$ cat src/design/ssmc_pkg.sv
// shared types, constants and helpers for the subarray sum match counter
// no dependencies; every other design file refers to it by scoped names
package ssmc_pkg;

   localparam int TABLE_ENTRIES_DEFAULT = 1024;

   // multiplicative hash constant for the home slot
   localparam logic [31:0] HASH_MULT = 32'h9E37_79B1;

   localparam logic [31:0] COUNT_MAX = 32'hFFFF_FFFF;

   // epoch tag kept with every table entry; tag zero never marks a live entry
   localparam int                 EPOCH_W     = 8;
   localparam logic [EPOCH_W-1:0] EPOCH_FREE  = '0;
   localparam logic [EPOCH_W-1:0] EPOCH_FIRST = EPOCH_W'(1);
   localparam logic [EPOCH_W-1:0] EPOCH_LAST  = '1;

   typedef struct packed {
      logic [EPOCH_W-1:0] epoch;
      logic [31:0]        key;
      logic [31:0]        count;
   } entry_type;

   typedef struct packed {
      logic rd_en;
      logic wr_en;
   } table_ctl_type;

   typedef enum logic [2:0] {
      ST_CLEAR,
      ST_IDLE,
      ST_LOOKUP,
      ST_INSERT,
      ST_HASH,
      ST_READ,
      ST_CHECK,
      ST_DONE
   } state_type;

   function automatic logic [31:0] sat_add(input logic [31:0] a, input logic [31:0] b);
      logic [32:0] s;
      s = {1'b0, a} + {1'b0, b};
      return s[32] ? COUNT_MAX : s[31:0];
   endfunction

endpackage

$ cat src/design/ssmc_hash.sv
// home slot unit: multiplicative hash, fold, then reduction to the table size
// depends on ssmc_pkg; power-of-two sizes take a mask, others a byte-serial remainder
module ssmc_hash #(
   parameter int TABLE_ENTRIES = ssmc_pkg::TABLE_ENTRIES_DEFAULT
) (
   input  logic                             clock,
   input  logic                             reset,
   input  logic                             start,
   input  logic [31:0]                      key,
   output logic                             done,
   output logic [$clog2(TABLE_ENTRIES)-1:0] slot
);

   localparam int IDX_W   = $clog2(TABLE_ENTRIES);
   localparam bit IS_POW2 = (TABLE_ENTRIES == (1 << IDX_W));
   localparam int RED_W   = IDX_W + 8;

   logic [31:0]      prod_ff;
   logic             mul_vld_ff;
   logic [31:0]      mix;
   logic             done_ff;
   logic [IDX_W-1:0] slot_ff;

   assign mix  = prod_ff ^ (prod_ff >> 16);
   assign done = done_ff;
   assign slot = slot_ff;

   always_ff @(posedge clock) begin
      if (reset) begin
         mul_vld_ff <= 1'b0;
      end else begin
         mul_vld_ff <= start;
      end
   end

   always_ff @(posedge clock) begin
      if (start) begin
         prod_ff <= key * ssmc_pkg::HASH_MULT;
      end
   end

   generate
      if (IS_POW2) begin : g_mask
         always_ff @(posedge clock) begin
            if (reset) begin
               done_ff <= 1'b0;
            end else begin
               done_ff <= mul_vld_ff;
            end
         end

         always_ff @(posedge clock) begin
            if (mul_vld_ff) begin
               slot_ff <= mix[IDX_W-1:0];
            end
         end
      end else begin : g_reduce
         localparam logic [RED_W-1:0] N_RED = RED_W'(TABLE_ENTRIES);

         logic [31:0]      mix_ff;
         logic [IDX_W-1:0] rem_ff;
         logic [1:0]       step_ff;
         logic             busy_ff;
         logic [IDX_W-1:0] rem_in;
         logic [RED_W-1:0] t;

         // one byte per cycle, most significant first: rem = (rem * 256 + byte) mod N
         always_comb begin
            t = {rem_ff, mix_ff[31:24]};
            for (int k = 7; k >= 0; k--) begin
               if (t >= (N_RED << k)) begin
                  t = t - (N_RED << k);
               end
            end
            rem_in = t[IDX_W-1:0];
         end

         always_ff @(posedge clock) begin
            if (reset) begin
               busy_ff <= 1'b0;
               step_ff <= '0;
               done_ff <= 1'b0;
            end else begin
               done_ff <= 1'b0;
               if (mul_vld_ff) begin
                  busy_ff <= 1'b1;
                  step_ff <= '0;
               end else if (busy_ff) begin
                  step_ff <= step_ff + 2'd1;
                  if (step_ff == 2'd3) begin
                     busy_ff <= 1'b0;
                     done_ff <= 1'b1;
                  end
               end
            end
         end

         always_ff @(posedge clock) begin
            if (mul_vld_ff) begin
               mix_ff <= mix;
               rem_ff <= '0;
            end else if (busy_ff) begin
               mix_ff <= mix_ff << 8;
               rem_ff <= rem_in;
               slot_ff <= rem_in;
            end
         end
      end
   endgenerate

endmodule

$ cat config.mk
export PLATFORM = sky130hd
export DESIGN_NAME = ssmc_hash
export DESIGN_NICKNAME = d
export VERILOG_FILES = /design/src/design/ssmc_pkg.sv /design/src/design/ssmc_hash.sv
export SDC_FILE = /design/constraint.sdc
export NUM_CORES = 1
export LEC_CHECK = 0
export ABC_CLOCK_PERIOD_IN_PS = 17250
export BUFFER_PORTS_ARGS = -buffer_cell sky130_fd_sc_hd__buf_2
export CORE_MARGIN = 2
export CORE_UTILIZATION = 45
export DETAILED_ROUTE_END_ITERATION = 8
export PLACE_DENSITY = 0.6
export REMOVE_ABC_BUFFERS = 1
export SLEW_MARGIN = 20
export SYNTH_ARGS = -nofsm -noshare
export SYNTH_HDL_FRONTEND = slang
export SYNTH_SLANG_ARGS = --single-unit
export TNS_END_PERCENT = 1
$ cat constraint.sdc
create_clock -name clock -period 17.25 [get_ports clock]
set_clock_uncertainty 0.15 [all_clocks]
set_input_delay 2.5875 -clock clock [delete_from_list [all_inputs] [get_ports clock]]
set_output_delay 2.5875 -clock clock [all_outputs]
set_load 0.02 [all_outputs]
# Word level (Yosys, flattened, before mapping)
# Index checks and enable logic that the tools add are counted.
# word_totals
register_bits	38
in_bits	35
# classes
n_bitwise	1
n_mul	1
# op_table
cell	count
32-bit by 32-bit multiplier with 26-bit output (second input constant)	1
10-bit bitwise XOR	1

# Depth between registers and ports, before layout
# logic_depth
ltp_word	1
depth_mapped	20

# Worst setup path after synthesis
# Ideal clock, no wire load.
# synth_path
kind	input port to flip-flop
startpoint	input key[8]
endpoint	register prod_ff[24], data pin
cell_stages	19
setup_time_ns	0.258
setup_slack_ns	9.442
t_arrival_ns	7.400
required_time_ns	16.842
n_path_buf	1
cell_sequence	inv_1 fa_1 fa_1 inv_1 fa_1 inv_1 fa_1 inv_1 fa_1 fa_1 inv_1 fa_1 inv_1 ha_1 clkbuf_1 a21o_1 a21o_1 a211oi_2 xnor2_1
# synth_via
elab_chain_cells	1
# synth_rtl
item	line_no	rtl
start, declared	ssmc_hash.sv:9	input logic [31:0] key,
32-bit by 32-bit multiplier with 26-bit output	ssmc_hash.sv:38	prod_ff <= key * ssmc_pkg::HASH_MULT;
end signal, assigned	ssmc_hash.sv:38	
end, declared	ssmc_hash.sv:18	logic [31:0] prod_ff;
# No other way between the ends.
# A chain may end at the register's enable or synchronous reset.

# Worst setup path after layout
# layout_path
startpoint	input key[7]
endpoint	register prod_ff[25], data pin
# Same word-level chain as after synthesis.

==> results.sh <==
export IMPL_status="complete, no violations"
export IMPL_cts_resized=0
export IMPL_setup_slack_ns=9.19
export IMPL_ctsRootBufferMaster="clkbuf_16"
export IMPL_clock_latency_ns=0.27
export IMPL_crit_type="in2reg"
export IMPL_htreeDepth=2
export IMPL_drive_above_1_share=0.0810
export IMPL_setup_violations=0
export IMPL_finalHoldViolations=0
export IMPL_ys_top_cells_by_area="fa_1 (36%), ha_1 (24%), edfxtp_1 (13%), inv_1 (13%), xnor2_1 (4.5%)"
export IMPL_setup_worst_path_start_class="input port"
export IMPL_clock_path_buffers=2
export IMPL_whs_path_depth=1
export IMPL_tns_ns=0
export IMPL_grt_pass1_vias=4568
export IMPL_fin_nets=967
export IMPL_ios=46
export IMPL_antenna_found_initial=0
export IMPL_fp_dieW_um=127
export IMPL_yosysSeqAreaShare=0.139
export IMPL_grt_setup_unrepaired="false"
export IMPL_die_h_um=127
export IMPL_grt_max_degree=22
export IMPL_wirelength_mm=13.6
export IMPL_cap_viol_max_count=0
export IMPL_dp_hpwl_mm=12.3
export IMPL_hold_path_class="reg2reg"
export IMPL_synth_seq_cells=32
export IMPL_fillers=1350
export IMPL_yosys_warnings=0
export IMPL_port_buffers=39
export IMPL_grt_overflow=0
export IMPL_relSlewSlack=0.583
export IMPL_finalCritPeriodShare=0.467
export IMPL_core_area_sq_um=14600
export IMPL_cts_clk_slew_worst_paths_ns=0.05
export IMPL_synth_cells=633
export IMPL_synth_avg_cell_area_sq_um=10.7
export IMPL_drtPass1Iterations=4
export IMPL_drv_slew=0
export IMPL_initial_utilization=0.463
export IMPL_holdWs_ns=0.401
export IMPL_post_cts_buffers=0
export IMPL_cp_max_fo=7
export IMPL_multi_input_area_sq_um=4960
export IMPL_worst_pin_slew_ns=0.619
export IMPL_diodes=0
export IMPL_yosysTopAreaCellShare=0.360
export IMPL_fmax_mhz=124
export IMPL_antenna_left=0
export IMPL_post_route_min_period_ns=8.06
export IMPL_cts_tree="yes"
export IMPL_required_ns=17.18
export IMPL_ys_types=33
export IMPL_avgViaCountPerCell=4.79
export IMPL_ctsHoldBuffers=0
export IMPL_gr_usage_all_layers=0.183
export IMPL_fin_area_sq_um=7370
export IMPL_place_congestion=0.848
export IMPL_seqCellArea_sq_um=941
export IMPL_area_delta_synth_final_pct=8.64
export IMPL_syn_area_sq_um=6780
export IMPL_wl_per_cell_um=15.8
export IMPL_drc=0
export IMPL_grt_pass1_wl_mm=22.8
export IMPL_num_rows=44
export IMPL_dpl_worst_slack_ns=8.85
export IMPL_crit_arrival_ns=7.99
export IMPL_via_count=4134
export IMPL_cts_sinks=32
export IMPL_dieArea_sq_um=16100
export IMPL_reg2regPathDepth=0
export IMPL_dpl_instance_area_sq_um=7200
export IMPL_drtIter0Drc=159
export IMPL_numCtsBuffers=5
export IMPL_cp_end_kind="flip-flop"
export IMPL_synth_top_cell_by_area="fa_1"
[worst max-delay path, stage by stage]
cell and delay, ns:
buf_2 0.22, inv_1 0.19, fa_1 0.53, fa_1 0.55, inv_1 0.06, fa_1 0.48, ha_1 0.31, fa_1 0.46
fa_1 0.49, inv_1 0.05, fa_1 0.47, inv_1 0.04, ha_1 0.36, nand2_1 0.10, or3_1 0.33, o221ai_2 0.26
o221ai_1 0.19, xnor2_1 0.30
[metal layers]
metal / up-vias / part of all wire / GRT usage
met5: - / 0 / 0
met1: 2054 / 0.44 / 0.249
met2: 77 / 0.51 / 0.323
li1: 1987 / - / -
met3: 16 / 0.033 / 0.0173
met4: 0 / 0.015 / 0.0310
[state kept, by name (all words and copies together) (netlist names)]
name        count
done            1
mul_vld_ff      1
slot           10
prod_ff        20
[through the flow]
stage | util | std cells
after floorplan | - | 632
after global placement | 0.492 | 855
after detailed placement | 0.492 | 855
after CTS | 0.503 | 863
after global routing | 0.503 | 863
final | 0.503 | 863
[cell families (layout without fill, tap and decap cells)]
kind of cell,after synthesis,count (layout),synth area share
flops,32,32,0.139
buf+inv,233,279,0.129
simple gates,22,22,0.0148
compound gates,41,41,0.0478
fa+ha+maj,254,254,0.604
xor+xnor,51,51,0.0659
[area by class of cell]
type | instances | share of cell area
Clock inverter | 2 | 0.00476
Multi-Input combinational cell | 368 | 0.674
Timing Repair Buffer | 39 | 0.0265
Clock buffer | 6 | 0.0175
Inverter | 232 | 0.118
Tap cell | 184 | 0.0313
Sequential cell | 32 | 0.128
[cells in the final DEF (no fill, tap or decap), types with 2 or more instances in the layout]
master / Yosys / final
a211oi_2: 2 / 2
a21o_1: 8 / 8
a21oi_1: 8 / 8
a31oi_1: 2 / 2
buf_2: 0 / 39
clkbuf_16: 0 / 5
dfxtp_1: 2 / 2
edfxtp_1: 30 / 30
fa_1: 122 / 122
ha_1: 132 / 132
inv_1: 232 / 232
nand2_1: 7 / 7
nand2b_1: 2 / 2
nor2_1: 7 / 7
nor2b_1: 2 / 2
nor3_1: 2 / 2
o211ai_1: 3 / 3
o21a_1: 2 / 2
o21ai_0: 5 / 5
xnor2_1: 35 / 35
xor2_1: 16 / 16
[synthesized netlist by cell type, drive strengths merged]
| cell | instances |
|---|---|
| a2111oi | 1 |
| a211oi | 3 |
| a21o | 9 |
| a21oi | 8 |
| a31o | 1 |
| a31oi | 2 |
| a41oi | 1 |
| clkbuf | 1 |
| dfxtp | 2 |
| edfxtp | 30 |
| fa | 122 |
| ha | 132 |
| inv | 232 |
| nand2 | 7 |
| nand2b | 2 |
| nand4 | 1 |
| nor2 | 7 |
| nor2b | 2 |
| nor3 | 2 |
| o211ai | 4 |
| o21a | 2 |
| o21ai | 5 |
| o21bai | 1 |
| o221ai | 2 |
| o31ai | 1 |
| o41ai | 1 |
| or3 | 1 |
| xnor2 | 35 |
| xor2 | 16 |
[final timing paths]
| path | end | start | slack, ns |
|---|---|---|---|
| worst max-delay path | prod_ff[25]$_DFFE_PP_ | key[7] | 9.19 |
| worst min-delay path | slot[1]$_DFFE_PP_ | prod_ff[17]$_DFFE_PP_ | 0.40 |
| worst max register to register | slot[7]$_DFFE_PP_ | mul_vld_ff$_SDFF_PP0_ | 16.15 |
| worst min register to register | slot[1]$_DFFE_PP_ | prod_ff[17]$_DFFE_PP_ | 0.40 |
Power is not shown: default switching activity piles up to over one toggle a cycle in this logic, so the estimate is an artifact.
