[src/design/ssmc_pkg.sv]
// shared types, constants and helpers for the subarray sum match counter
// no dependencies; every other design file refers to it by scoped names
package ssmc_pkg;

   localparam int TABLE_ENTRIES_DEFAULT = 1024;

   // multiplicative hash constant for the home slot
   localparam logic [31:0] HASH_MULT = 32'h9E37_79B1;

   localparam logic [31:0] COUNT_MAX = 32'hFFFF_FFFF;

   // epoch tag kept with every table entry; tag zero never marks a live entry
   localparam int                 EPOCH_W     = 8;
   localparam logic [EPOCH_W-1:0] EPOCH_FREE  = '0;
   localparam logic [EPOCH_W-1:0] EPOCH_FIRST = EPOCH_W'(1);
   localparam logic [EPOCH_W-1:0] EPOCH_LAST  = '1;

   typedef struct packed {
      logic [EPOCH_W-1:0] epoch;
      logic [31:0]        key;
      logic [31:0]        count;
   } entry_type;

   typedef struct packed {
      logic rd_en;
      logic wr_en;
   } table_ctl_type;

   typedef enum logic [2:0] {
      ST_CLEAR,
      ST_IDLE,
      ST_LOOKUP,
      ST_INSERT,
      ST_HASH,
      ST_READ,
      ST_CHECK,
      ST_DONE
   } state_type;

   function automatic logic [31:0] sat_add(input logic [31:0] a, input logic [31:0] b);
      logic [32:0] s;
      s = {1'b0, a} + {1'b0, b};
      return s[32] ? COUNT_MAX : s[31:0];
   endfunction

endpackage

[src/design/ssmc_seq.sv]
// sequencer: prefix sum, lookup and insert probes over the table, result register
// depends on ssmc_pkg; drives ssmc_hash and ssmc_table
module ssmc_seq #(
   parameter int TABLE_ENTRIES = ssmc_pkg::TABLE_ENTRIES_DEFAULT
) (
   input  logic                             clock,
   input  logic                             reset,
   input  logic [31:0]                      target_sum,
   input  logic                             req_tvalid,
   output logic                             req_tready,
   input  logic [31:0]                      req_tdata,
   input  logic                             req_tlast,
   output logic                             rsp_tvalid,
   input  logic                             rsp_tready,
   output logic [31:0]                      rsp_tdata,
   output logic [0:0]                       rsp_tuser,
   output logic                             rsp_tlast,
   output logic                             hash_start,
   output logic [31:0]                      hash_key,
   input  logic                             hash_done,
   input  logic [$clog2(TABLE_ENTRIES)-1:0] hash_slot,
   output ssmc_pkg::table_ctl_type          tbl_ctl,
   output logic [$clog2(TABLE_ENTRIES)-1:0] tbl_addr,
   output ssmc_pkg::entry_type              tbl_wr_data,
   input  ssmc_pkg::entry_type              tbl_rd_data
);

   localparam int               IDX_W    = $clog2(TABLE_ENTRIES);
   localparam logic [IDX_W-1:0] IDX_LAST = IDX_W'(TABLE_ENTRIES - 1);

   ssmc_pkg::state_type state_ff, state_in;

   logic [31:0]                  sum_ff, sum_in;
   logic [31:0]                  match_ff, match_in;
   logic [31:0]                  zero_cnt_ff, zero_cnt_in;
   logic                         ovf_ff, ovf_in;
   logic                         eos_ff, eos_in;
   logic                         insert_ff, insert_in;
   logic [31:0]                  key_ff, key_in;
   logic                         go_ff, go_in;
   logic [IDX_W-1:0]             idx_ff, idx_in;
   logic [IDX_W-1:0]             probes_ff, probes_in;
   logic [ssmc_pkg::EPOCH_W-1:0] epoch_ff, epoch_in;
   logic                         rsp_valid_ff, rsp_valid_in;
   logic                         rsp_load;
   logic [31:0]                  rsp_total_ff;
   logic                         rsp_ovf_ff;
   logic                         rsp_last_ff;

   logic [31:0]      want;
   logic             live;
   logic             hit;
   logic             exhausted;
   logic [IDX_W-1:0] idx_next;

   assign want      = sum_ff - target_sum;
   assign live      = (tbl_rd_data.epoch == epoch_ff);
   assign hit       = live && (tbl_rd_data.key == key_ff);
   assign exhausted = (probes_ff == IDX_LAST);
   assign idx_next  = (idx_ff == IDX_LAST) ? '0 : idx_ff + IDX_W'(1);

   assign req_tready = (state_ff == ssmc_pkg::ST_IDLE);
   assign hash_start = go_ff;
   assign hash_key   = key_ff;
   assign tbl_addr   = idx_ff;

   assign rsp_tvalid   = rsp_valid_ff;
   assign rsp_tdata    = rsp_total_ff;
   assign rsp_tuser[0] = rsp_ovf_ff;
   assign rsp_tlast    = rsp_last_ff;

   always_ff @(posedge clock) begin
      if (reset) begin
         state_ff     <= ssmc_pkg::ST_CLEAR;
         sum_ff       <= '0;
         match_ff     <= '0;
         zero_cnt_ff  <= 32'd1;
         ovf_ff       <= 1'b0;
         eos_ff       <= 1'b0;
         insert_ff    <= 1'b0;
         key_ff       <= '0;
         go_ff        <= 1'b0;
         idx_ff       <= '0;
         probes_ff    <= '0;
         epoch_ff     <= ssmc_pkg::EPOCH_FIRST;
         rsp_valid_ff <= 1'b0;
      end else begin
         state_ff     <= state_in;
         sum_ff       <= sum_in;
         match_ff     <= match_in;
         zero_cnt_ff  <= zero_cnt_in;
         ovf_ff       <= ovf_in;
         eos_ff       <= eos_in;
         insert_ff    <= insert_in;
         key_ff       <= key_in;
         go_ff        <= go_in;
         idx_ff       <= idx_in;
         probes_ff    <= probes_in;
         epoch_ff     <= epoch_in;
         rsp_valid_ff <= rsp_valid_in;
      end
   end

   always_ff @(posedge clock) begin
      if (rsp_load) begin
         rsp_total_ff <= match_ff;
         rsp_ovf_ff   <= ovf_ff;
         rsp_last_ff  <= eos_ff;
      end
   end

   always_comb begin
      state_in     = state_ff;
      sum_in       = sum_ff;
      match_in     = match_ff;
      zero_cnt_in  = zero_cnt_ff;
      ovf_in       = ovf_ff;
      eos_in       = eos_ff;
      insert_in    = insert_ff;
      key_in       = key_ff;
      go_in        = 1'b0;
      idx_in       = idx_ff;
      probes_in    = probes_ff;
      epoch_in     = epoch_ff;
      rsp_valid_in = rsp_valid_ff && !rsp_tready;
      rsp_load     = 1'b0;
      tbl_ctl      = '0;
      tbl_wr_data  = '{epoch: epoch_ff, key: key_ff, count: 32'd1};

      case (state_ff)
         ssmc_pkg::ST_CLEAR: begin
            tbl_ctl.wr_en = 1'b1;
            tbl_wr_data   = '{epoch: ssmc_pkg::EPOCH_FREE, key: '0, count: '0};
            idx_in        = idx_next;
            if (idx_ff == IDX_LAST) begin
               state_in = ssmc_pkg::ST_IDLE;
            end
         end
         ssmc_pkg::ST_IDLE: begin
            if (req_tvalid) begin
               sum_in   = sum_ff + req_tdata;
               eos_in   = req_tlast;
               state_in = ssmc_pkg::ST_LOOKUP;
            end
         end
         ssmc_pkg::ST_LOOKUP: begin
            // key zero lives in its own counter
            if (want == '0) begin
               match_in = ssmc_pkg::sat_add(match_ff, zero_cnt_ff);
               state_in = ssmc_pkg::ST_INSERT;
            end else begin
               key_in    = want;
               insert_in = 1'b0;
               go_in     = 1'b1;
               state_in  = ssmc_pkg::ST_HASH;
            end
         end
         ssmc_pkg::ST_INSERT: begin
            if (sum_ff == '0) begin
               zero_cnt_in = ssmc_pkg::sat_add(zero_cnt_ff, 32'd1);
               state_in    = ssmc_pkg::ST_DONE;
            end else begin
               key_in    = sum_ff;
               insert_in = 1'b1;
               go_in     = 1'b1;
               state_in  = ssmc_pkg::ST_HASH;
            end
         end
         ssmc_pkg::ST_HASH: begin
            if (hash_done) begin
               idx_in    = hash_slot;
               probes_in = '0;
               state_in  = ssmc_pkg::ST_READ;
            end
         end
         ssmc_pkg::ST_READ: begin
            tbl_ctl.rd_en = 1'b1;
            state_in      = ssmc_pkg::ST_CHECK;
         end
         ssmc_pkg::ST_CHECK: begin
            if (!insert_ff) begin
               if (hit) begin
                  match_in = ssmc_pkg::sat_add(match_ff, tbl_rd_data.count);
                  state_in = ssmc_pkg::ST_INSERT;
               end else if (!live || exhausted) begin
                  state_in = ssmc_pkg::ST_INSERT;
               end else begin
                  idx_in    = idx_next;
                  probes_in = probes_ff + IDX_W'(1);
                  state_in  = ssmc_pkg::ST_READ;
               end
            end else begin
               if (hit) begin
                  tbl_ctl.wr_en     = 1'b1;
                  tbl_wr_data.count = ssmc_pkg::sat_add(tbl_rd_data.count, 32'd1);
                  state_in          = ssmc_pkg::ST_DONE;
               end else if (!live) begin
                  // free slot on the probe path: claim it for this epoch
                  tbl_ctl.wr_en = 1'b1;
                  state_in      = ssmc_pkg::ST_DONE;
               end else if (exhausted) begin
                  ovf_in   = 1'b1;
                  state_in = ssmc_pkg::ST_DONE;
               end else begin
                  idx_in    = idx_next;
                  probes_in = probes_ff + IDX_W'(1);
                  state_in  = ssmc_pkg::ST_READ;
               end
            end
         end
         ssmc_pkg::ST_DONE: begin
            if (!rsp_valid_ff || rsp_tready) begin
               rsp_load     = 1'b1;
               rsp_valid_in = 1'b1;
               state_in     = ssmc_pkg::ST_IDLE;
               if (eos_ff) begin
                  sum_in      = '0;
                  match_in    = '0;
                  zero_cnt_in = 32'd1;
                  ovf_in      = 1'b0;
                  // a new epoch retires every entry; sweep only when tags run out
                  if (epoch_ff == ssmc_pkg::EPOCH_LAST) begin
                     epoch_in = ssmc_pkg::EPOCH_FIRST;
                     idx_in   = '0;
                     state_in = ssmc_pkg::ST_CLEAR;
                  end else begin
                     epoch_in = epoch_ff + ssmc_pkg::EPOCH_W'(1);
                  end
               end
            end
         end
         default: begin
            state_in = ssmc_pkg::ST_IDLE;
         end
      endcase
   end

endmodule

[config.mk]
export PLATFORM = sky130hd
export DESIGN_NAME = ssmc_seq
export DESIGN_NICKNAME = d
export VERILOG_FILES = /design/src/design/ssmc_pkg.sv /design/src/design/ssmc_seq.sv
export SDC_FILE = /design/constraint.sdc
export NUM_CORES = 1
export LEC_CHECK = 0
export ABC_AREA = 0
export BUFFER_PORTS_ARGS = -buffer_cell sky130_fd_sc_hd__buf_4
export CORE_MARGIN = 5
export CORE_UTILIZATION = 30
export CTS_CLUSTER_DIAMETER = 150
export DETAILED_ROUTE_END_ITERATION = 10
export GPL_ROUTABILITY_DRIVEN = 0
export GPL_TIMING_DRIVEN = 0
export PLACE_DENSITY = 0.56
export RECOVER_POWER = 50
export REMOVE_ABC_BUFFERS = 1
export SLEW_MARGIN = 20
export SYNTH_ARGS = -nofsm -noshare
export SYNTH_HDL_FRONTEND = slang
export SYNTH_SLANG_ARGS = --single-unit
export TNS_END_PERCENT = 50
[constraint.sdc]
create_clock -name clock -period 5.37 [get_ports clock]
set_clock_uncertainty 0.1 [all_clocks]
set_input_delay 0.537 -clock clock [delete_from_list [all_inputs] [get_ports clock]]
set_output_delay 0.537 -clock clock [all_outputs]
set_load 0.02 [all_outputs]
Word level (Yosys, flattened, before mapping)
Index checks and enable logic that the tools add are counted.
{"block": "word_totals", "register_bits": 198, "in_bits": 152, "out_inout_bits": 153, "word_cells": 164}
{"block": "classes", "n_eq_ne": 31, "n_reduce_logical": 27, "muxes": 81, "n_addsub": 9}
{"cell": "32-bit two-way mux", "count": 17}
{"cell": "32-bit one-hot mux with 2 select lines", "count": 4}
{"cell": "10-bit two-way mux", "count": 18}
{"cell": "32-bit one-hot mux with 3 select lines", "count": 1}
{"cell": "32-bit by 1-bit adder with 33-bit output, second input constant", "count": 2}
{"cell": "32-bit by 32-bit adder with 33-bit output", "count": 2}
{"cell": "32-bit logical NOT", "count": 2}
{"cell": "40-bit two-way mux", "count": 1}
{"cell": "10-bit one-hot mux with 4 select lines", "count": 1}
{"cell": "32-bit adder", "count": 1}
{"cell": "32-bit == test", "count": 1}
{"cell": "2-bit inequality test, second input constant", "count": 16}
{"cell": "32-bit subtractor", "count": 1}
{"cell": "3-bit two-way mux", "count": 10}
{"cell": "3-bit one-hot mux with 8 select lines", "count": 1}
{"cell": "10-bit by 1-bit adder with 10-bit output, second input constant", "count": 2}
{"cell": "10-bit == test, second input constant", "count": 2}
{"cell": "1-bit two-way mux", "count": 20}
{"cell": "10-bit one-hot mux with 2 select lines", "count": 1}
{"cell": "3-bit == test, second input constant", "count": 4}
{"cell": "4-bit AND reduction", "count": 3}
{"cell": "6-bit AND reduction", "count": 2}
{"cell": "2-bit nonzero test", "count": 5}
{"cell": "3-bit inequality test, second input constant", "count": 3}
{"cell": "18 further kinds", "count": 28}

Depth between registers and ports, before layout
Gate-level depths: netlist of run 1.
{"block": "depth", "ltp_word": 7, "mapped_depth": 16, "depth_no_buf": 14}

Least setup slack after synthesis of run 1
OpenSTA, ideal clock, no wires.
{"block": "synth_path", "path_kind": "input to register", "startpoint": "input port target_sum[17]", "endpoint": "register key_ff[12], in the netlist hash_key[12]", "path_buffers": 3, "path_stages": 16, "setup_slack_ns": 1.512, "t_arrival_ns": 3.630, "setup_ns": 0.128, "path_cell_list": "inv_1 -> ha_1 -> buf_2 -> and4_1 -> nand3_1 -> o32ai_2 -> nor3_1 -> a21oi_2 -> mux2_1 -> a211oi_1 -> nand4_2 -> o21ai_2 -> buf_6 -> buf_8 -> mux2i_1 -> nor2_1"}
{"block": "synth_between", "elab_chain_cells": 4}
{"item": "from (decl)", "line": "ssmc_seq.sv:8", "source": "input logic [31:0] target_sum,"}
{"item": "32-bit subtractor", "line": "ssmc_seq.sv:56", "source": "assign want = sum_ff - target_sum;"}
{"item": "32-bit logical NOT", "line": "ssmc_seq.sv:148", "source": "if (want == '0) begin"}
{"item": "2-bit inequality test (no line)"}
{"item": "3-bit AND reduction (no line)"}
{"item": "to (signal assigned)", "line": "ssmc_seq.sv:95", "source": "key_ff <= key_in;"}
{"item": "to (decl)", "line": "ssmc_seq.sv:39", "source": "logic [31:0] key_ff, key_in;"}
No other way between the ends.
A chain may end at the register's enable or synchronous reset.

Final worst setup path of run 1
{"block": "layout_path", "startpoint": "register sum_ff[26]", "endpoint": "register match_ff[28]"}
{"block": "layout_between", "elab_chain_cells": 4}
{"item": "from (decl)", "line": "ssmc_seq.sv:33", "source": "logic [31:0] sum_ff, sum_in;"}
{"item": "from (signal assigned)", "line": "ssmc_seq.sv:89", "source": "sum_ff <= sum_in;"}
{"item": "32-bit subtractor", "line": "ssmc_seq.sv:56"}
{"item": "32-bit logical NOT", "line": "ssmc_seq.sv:148"}
{"item": "2-bit inequality test (no line)"}
{"item": "6-bit AND reduction (no line)"}
{"item": "to (signal assigned)", "line": "ssmc_seq.sv:90", "source": "match_ff <= match_in;"}
{"item": "to (decl)", "line": "ssmc_seq.sv:34", "source": "logic [31:0] match_ff, match_in;"}
No other way between the ends.

==> flow_summary_export.csv, run 1 <==
group,metric,value,unit
status,status,"finished clean",
placed_design,hpwl,48730,um
drt,drt_iter0_drc,875,
pwr,power,4990,uW
die,start_util,30.23,%
sta,hold_viol,0,
clocking,cts_buffer_depth,2,
worst_setup_path,r2r_slack,0.17,ns
grt,grt_pass1_wl,93930,um
drt,routed_wl,61750,um
pwr,p_leak,0.008465,uW
drt,num_vias,17257,
sta,slew_headroom,5.098,%
grt,grt_usage,19.21,%
sta,tightestPinTransition,1.418,ns
sta,rsz0062_at_grt,"no",
grt,grt_max_degree,68,
clocking,cts_tree,"yes",
drt,post-route-drc-count,0,
layout,syn2layout_area_growth,18.93,%
clocking,cts_max_level,4,
yosys,synth_compound_area_share,26.67,%
sta,max_freq,0.1924,GHz
pwr,powerDensity,246.2,mW/mm^2
layout,layoutNonFillerInstCount,3188,
clocking,clk_pin_slew,0.08,ns
worst_setup_path,cp-start-kind,"register",
clocking,cts-buffers-inserted,17,
pwr,netSwitchingFraction,38.94,%
worst_hold_path,min_path_type,"in2reg",
sta,timing.final.crit_share,96.79,%
yosys,synth.most_common_cell,"nor2_1",
layout,layout-drive-gt1-share,11.60,%
yosys,synth_fa_ha_area_share,10.09,%
layout,nNetsFinal,2706,
drt,ant_nets,0,
clocking,clkSinkCount,198,
layout,finish.utilization,35.95,%
worst_setup_path,critPathArrivalTime,5.51,ns
drt,drt-pass1-iter-count,7,
clocking,hold_buffers,0,
clocking,cts_setup_buffers,0,
die,rows,87,
worst_hold_path,min_path_cells,3,
die,fp.coreArea,0.05639,mm^2
pwr,pwr-share-comb,35.3,%
die,fp.dieW,248.4,um
grt,grt_pass1_vias,16714,
sta,fin_crit,5.198,ns
yosys,ys_seq_area_share,25.25,%
yosys,synthTopCellsByArea,"dfxtp_1 19%, ha_1 9.6%, edfxtp_1 6.0%, xor2_1 5.4%, a21oi_1 5.3%",
worst_setup_path,reg2reg_to,"match_ff[28]",
worst_setup_path,reg2reg_depth,12,
yosys,syn_area_per_cell,7.851,um^2
pwr,ir_drop,0.0002319,V
yosys,ys_ff_latch,198,
yosys,synth.distinct_cells,99,
placed_design,numPlacedInstances,3156,
yosys,syn_area,0.01705,mm^2
worst_setup_path,rr_startpoint,"sum_ff[26]",
drt,post_drt_wl_per_cell,19.37,um
yosys,syn-instance-count,2171,
worst_hold_path,holdCritStartpoint,"req_tlast",
clocking,clock_latency,0.47,ns
pwr,internal_power,3047,uW
sta,setup_tns,0,ns
yosys,synthXorXnorAreaFrac,9.455,%
worst_hold_path,whs_endpoint,"eos_ff",
worst_setup_path,path_class,"reg2reg",
yosys,synth_top_family_by_area,"compound AO/OA/AOI/OAI gates",
pwr,pwr-share-clk,28.2,%
pwr,p_seq_share,36.5,%
yosys,muxShareOfSynthArea,1.798,%
worst_setup_path,critPathCaptureType,"register",
sta,final_max_slew_viol_count,0,
sta,setup_violations,0,
flow_run,maxCapViolCount,0,
worst_setup_path,path_max_fanout,8,
grt,antenna_found_initial,1,
die,fp.dieH,248.4,um
yosys,async_flop_share,0,%
die,pin_count,305,
clocking,cts-root-buf,"clkbuf_16",
die,dieArea,0.06169,mm^2
grt,grt_overflow,0,
yosys,yosys.area.top_type_share,19.26,%
yosys,synth_area_leader_cell,"dfxtp_1",
yosys,synth_edf_count,34,
yosys,synthFlopType,"dfxtp_1",
yosys,synth_commonest_cells,"212 x nor2_1, 180 x a21oi_1, 176 x nand2_1, 164 x dfxtp_1, 149 x o21ai_0",
pwr,switchingPower,1943,uW
drt,viasPerCell,5.413,
yosys,synthSimpleGateAreaFrac,22.66,%
placed_design,port_buffers,304,
yosys,yosysWarnings,0,
worst_setup_path,cp.required,5.68,ns
-- stage by stage --
step | area, um^2 | worst slack (ns) | hold slack [ns]
finish | 20270 | 0.1724 | 0.2566
global route | 20270 | 0.08087 | 0.2395
CTS | 20740 | 0.1369 | 0.2219
detailed placement | 20120 | -0.05374 | 0.3310
global placement | 19860 | -1.580 | 0.3289
floorplan | 16630 | 0.6547 | 0.3090
-- power by group through the flow --
stage                     clock (uW)  sequential (uW)  combinational (uW)
after floorplan                    0             1840                1060
after global placement             0             1860                1770
after detailed placement           0             1860                1860
after CTS                       1440             1830                1870
after global routing            1490             1840                1940
final                           1400             1820                1760
-- repair_timing --
action                                  4_1_cts  5_1_grt
endpoints found under the hold margin         0        0
endpoints found under the setup margin        3       22
resized for setup                             1        2
-- logic make-up (layout without fill, tap and decap cells) --
| logic type | Yosys count | in the layout |
|---|---|---|
| other cells | 0 | 1 |
| flops | 198 | 198 |
| simple gates | 783 | 783 |
| mux | 30 | 30 |
| xor+xnor | 184 | 184 |
| compound gates | 677 | 677 |
| fa+ha+maj | 135 | 135 |
| buf+inv | 164 | 424 |
-- critical path, stage by stage, from the launching register on --
cell	delay [ns]
dfxtp_1	0.50
ha_1	0.38
a21oi_1	0.17
o21ai_0	0.28
a311oi_1	0.71
mux2_2	0.32
o2111ai_1	0.11
nor4_1	0.48
o2111a_1	0.31
nand4_2	0.24
o21ai_0	0.62
nand2_1	0.52
a2bb2o_1	0.38
-- sequential cells by signal, indices dropped and copies added, names as in the netlist, 3 cells and up --
signal       flops
zero_cnt_ff     32
sum_ff          32
match_ff        32
state_ff         3
rsp_tdata       32
probes_ff       10
tbl_addr        10
hash_key        32
epoch_ff         8
-- metal layers --
metal,wire (um),GRT usage [%],vias to the layer above
met1,26590,24.07,8181
met4,1639,6.102,0
met2,30640,34.36,486
li1,-,-,8513
met5,0,0,-
met3,2884,2.393,77
-- area by class of cell --
type                       count  area, um^2
sequential                   198        4304
fill                        6071       36110
timing repair buffer         317        2021
tap                          756       945.9
antenna                        1       2.502
clock inverter                 6       90.09
clock buffer                  25       526.8
multi-input combinational   1809       12100
inverter                      76       285.3
-- worst max path at each step --
stage	startpoint	endpoint	slack, ns	cells past startpoint
after floorplan	target_sum[17]	hash_key[17]	0.65	13
after global placement	state_ff[0]	zero_cnt_ff[3]	-1.58	7
after detailed placement	target_sum[0]	match_ff[28]	-0.05	14
after CTS	sum_ff[0]	match_ff[28]	0.14	14
after global routing	sum_ff[0]	hash_key[4]	0.08	14
final	sum_ff[26]	match_ff[28]	0.17	12
-- placed cells by master (no fill, tap or decap), drive strengths merged, types with 70 or more instances in the layout --
cell and instances:
a21oi 183, buf 198, clkbuf 144, dfxtp 164, ha 131, inv 74
nand2 176, nand3 76, nor2 212, nor2b 70, o21ai 157, xnor2 78
xor2 106
No activity file was read; power rests on OpenSTA's default activity.
==> inputs of run 2 (changes only) <==
==> constraint.sdc (replaced) <==
create_clock -name clock -period 5.37 [get_ports clock]
set_clock_uncertainty 0.1 [all_clocks]
set_input_delay 0.2685 -clock clock [delete_from_list [all_inputs] [get_ports clock]]
set_output_delay 0.2685 -clock clock [all_outputs]
set_load 0.02 [all_outputs]
==> run 2 against run 1 <==
  * Final cell count is essentially flat
  * Worst setup slack better by 0.060 ns
  * Fmax grew 1.2%
==> flow_summary_export.csv, run 2 (same netlist as run 1, synthesis figures left out) <==
group,metric,value,unit
placed_design,port_buffers,304,
clocking,cts-root-buf,"clkbuf_16",
layout,final_common_cell,"nor2_1",
worst_setup_path,rr_startpoint,"sum_ff[26]",
sta,final_max_slew_viol_count,0,
worst_setup_path,cp-start-kind,"register",
worst_setup_path,path_common_cell,"a311oi_1",
clocking,cts-buffers-inserted,17,
pwr,powerDensity,245.9,mW/mm^2
grt,use_met1,24.12,%
drt,drt-pass1-iter-count,7,
flow_run,maxCapViolCount,0,
grt,antenna_found_initial,1,
layout,layout-drive-gt1-share,11.51,%
worst_setup_path,crit_buf_inv,1,
sta,max_freq,0.1946,GHz
die,start_util,30.23,%
pwr,ir_drop,0.0002316,V
worst_setup_path,cp_cell_sequence,"ha_1 -> a21oi_1 -> o21ai_0 -> a311oi_1 -> mux2_2 -> o2111ai_1 -> nor4_1 -> o2111a_1 -> nand4_2 -> o21ai_4 -> inv_2 -> a311oi_1",
sta,slew_headroom,4.175,%
drt,ant_nets,0,
worst_setup_path,cp.required,5.63,ns
sta,hold_viol,0,
sta,setup_tns,0,ns
worst_setup_path,critPathCapture,"hash_key[9]",
layout,layoutNonFillerInstCount,3190,
clocking,cts_tree,"yes",
worst_setup_path,cpPeakStageDelay,0.68,ns
grt,grt_pass1_wl,93930,um
pwr,p_leak,0.008468,uW
worst_setup_path,reg2reg_depth,12,
clocking,clk_pin_slew,0.07,ns
drt,routed_wl,61700,um
drt,num_vias,17215,
drt,post-route-drc-count,0,
layout,syn2layout_area_growth,19.01,%
worst_hold_path,min_path_type,"in2reg",
worst_hold_path,min_path_cells,3,
layout,nNetsFinal,2708,
worst_setup_path,critical_path.startpoint,"sum_ff[26]",
sta,setup_violations,0,
grt,busiest_layer,"met2",
sta,rsz0062_at_grt,"no",
die,fp.coreArea,0.05639,mm^2
clocking,clkSinkCount,198,
worst_setup_path,crit_slowest_cell,"a311oi_1",
grt,use_met3,2.350,%
drt,post_drt_wl_per_cell,19.34,um
die,rows,87,
grt,grt_max_degree,68,
die,pin_count,305,
grt,grt_use_met2,34.35,%
clocking,clock_latency,0.47,ns
drt,viasPerCell,5.397,
sta,tightestPinTransition,1.432,ns
sta,fin_crit,5.138,ns
grt,grt_usage,19.22,%
placed_design,hpwl,48730,um
pwr,power,4988,uW
clocking,cts_max_level,4,
layout,layout_common_cells,"209 x nor2_1, 191 x buf_4, 180 x a21oi_1, 176 x nand2_1, 164 x dfxtp_1",
worst_setup_path,reg2reg_to,"hash_key[9]",
die,fp.dieH,248.4,um
grt,grt_overflow,0,
die,fp.dieW,248.4,um
clocking,cts_buffer_depth,2,
worst_setup_path,critPathArrivalTime,5.40,ns
worst_setup_path,path_class,"reg2reg",
worst_setup_path,critical_path.top_delay_family,"compound AO/OA/AOI/OAI gates",
grt,grt_pass1_vias,16720,
worst_setup_path,critPathCaptureType,"register",
placed_design,numPlacedInstances,3156,
drt,drt_iter0_drc,869,
sta,timing.final.crit_share,95.67,%
worst_setup_path,path_max_fanout,19,
worst_setup_path,r2r_slack,0.23,ns
status,status,"finished clean",
worst_setup_path,worst-path-stages,12,
clocking,cts_setup_buffers,0,
die,dieArea,0.06169,mm^2
==> run 2: how the worst min path moves through the flow <==
stage | from | endpoint | slack (ns)
after floorplan | reset | hash_key[20] | 0.23
after global placement | ovf_ff | rsp_tuser | 0.33
after detailed placement | ovf_ff | rsp_tuser | 0.33
after CTS | hash_slot[0] | tbl_addr[0] | 0.04
after global routing | hash_slot[5] | tbl_addr[5] | 0.08
final | hash_slot[0] | tbl_addr[0] | 0.06
==> run 2: metrics by stage <==
step	utilization (%)	cell area (um^2)	setup WS (ns)	hold slack, ns
3_5_place_dp	35.69	20120	0.1543	0.3310
2_1_floorplan	-	16630	0.8809	0.2331
3_3_place_gp	35.23	19860	-1.580	0.3289
5_1_grt	35.97	20280	0.08087	0.07638
4_1_cts	36.82	20760	0.1369	0.03819
6_report	35.98	20290	0.2325	0.06307
==> run 2: area by class of cell <==
| class | instances | area, um^2 |
|---|---|---|
| Inverter | 76 | 285.3 |
| Multi-Input combinational cell | 1809 | 12090 |
| Antenna cell | 1 | 2.502 |
| Timing Repair Buffer | 319 | 2037 |
| Sequential cell | 198 | 4304 |
| Clock inverter | 6 | 90.09 |
| Fill cell | 6072 | 36100 |
| Clock buffer | 25 | 526.8 |
| Tap cell | 756 | 945.9 |
==> run 2: routing by layer <==
layer / up-vias / part of all wire [%]
li1: 8516 / -
met1: 8158 / 44
met3: 79 / 4.2
met5: - / 0
met4: 0 / 2.8
met2: 462 / 49
==> run 2: where the power goes <==
part	internal [uW]	switching, uW
registers	1610	214
logic	661	1100
clock network	777	627
==> run 2: timing repair <==
item                                   4_1_cts  5_1_grt
setup endpoints to repair                    0       27
hold buffers                                 2        0
resized for setup                            0        2
endpoints found under the hold margin        2        0
==> run 2: worst reg2reg max path: stages (launching register included) <==
cell and delay (ns):
dfxtp_1 0.49, ha_1 0.38, a21oi_1 0.18, o21ai_0 0.28
a311oi_1 0.68, mux2_2 0.31, o2111ai_1 0.11, nor4_1 0.48
o2111a_1 0.31, nand4_2 0.24, o21ai_4 0.67, inv_2 0.45
a311oi_1 0.35
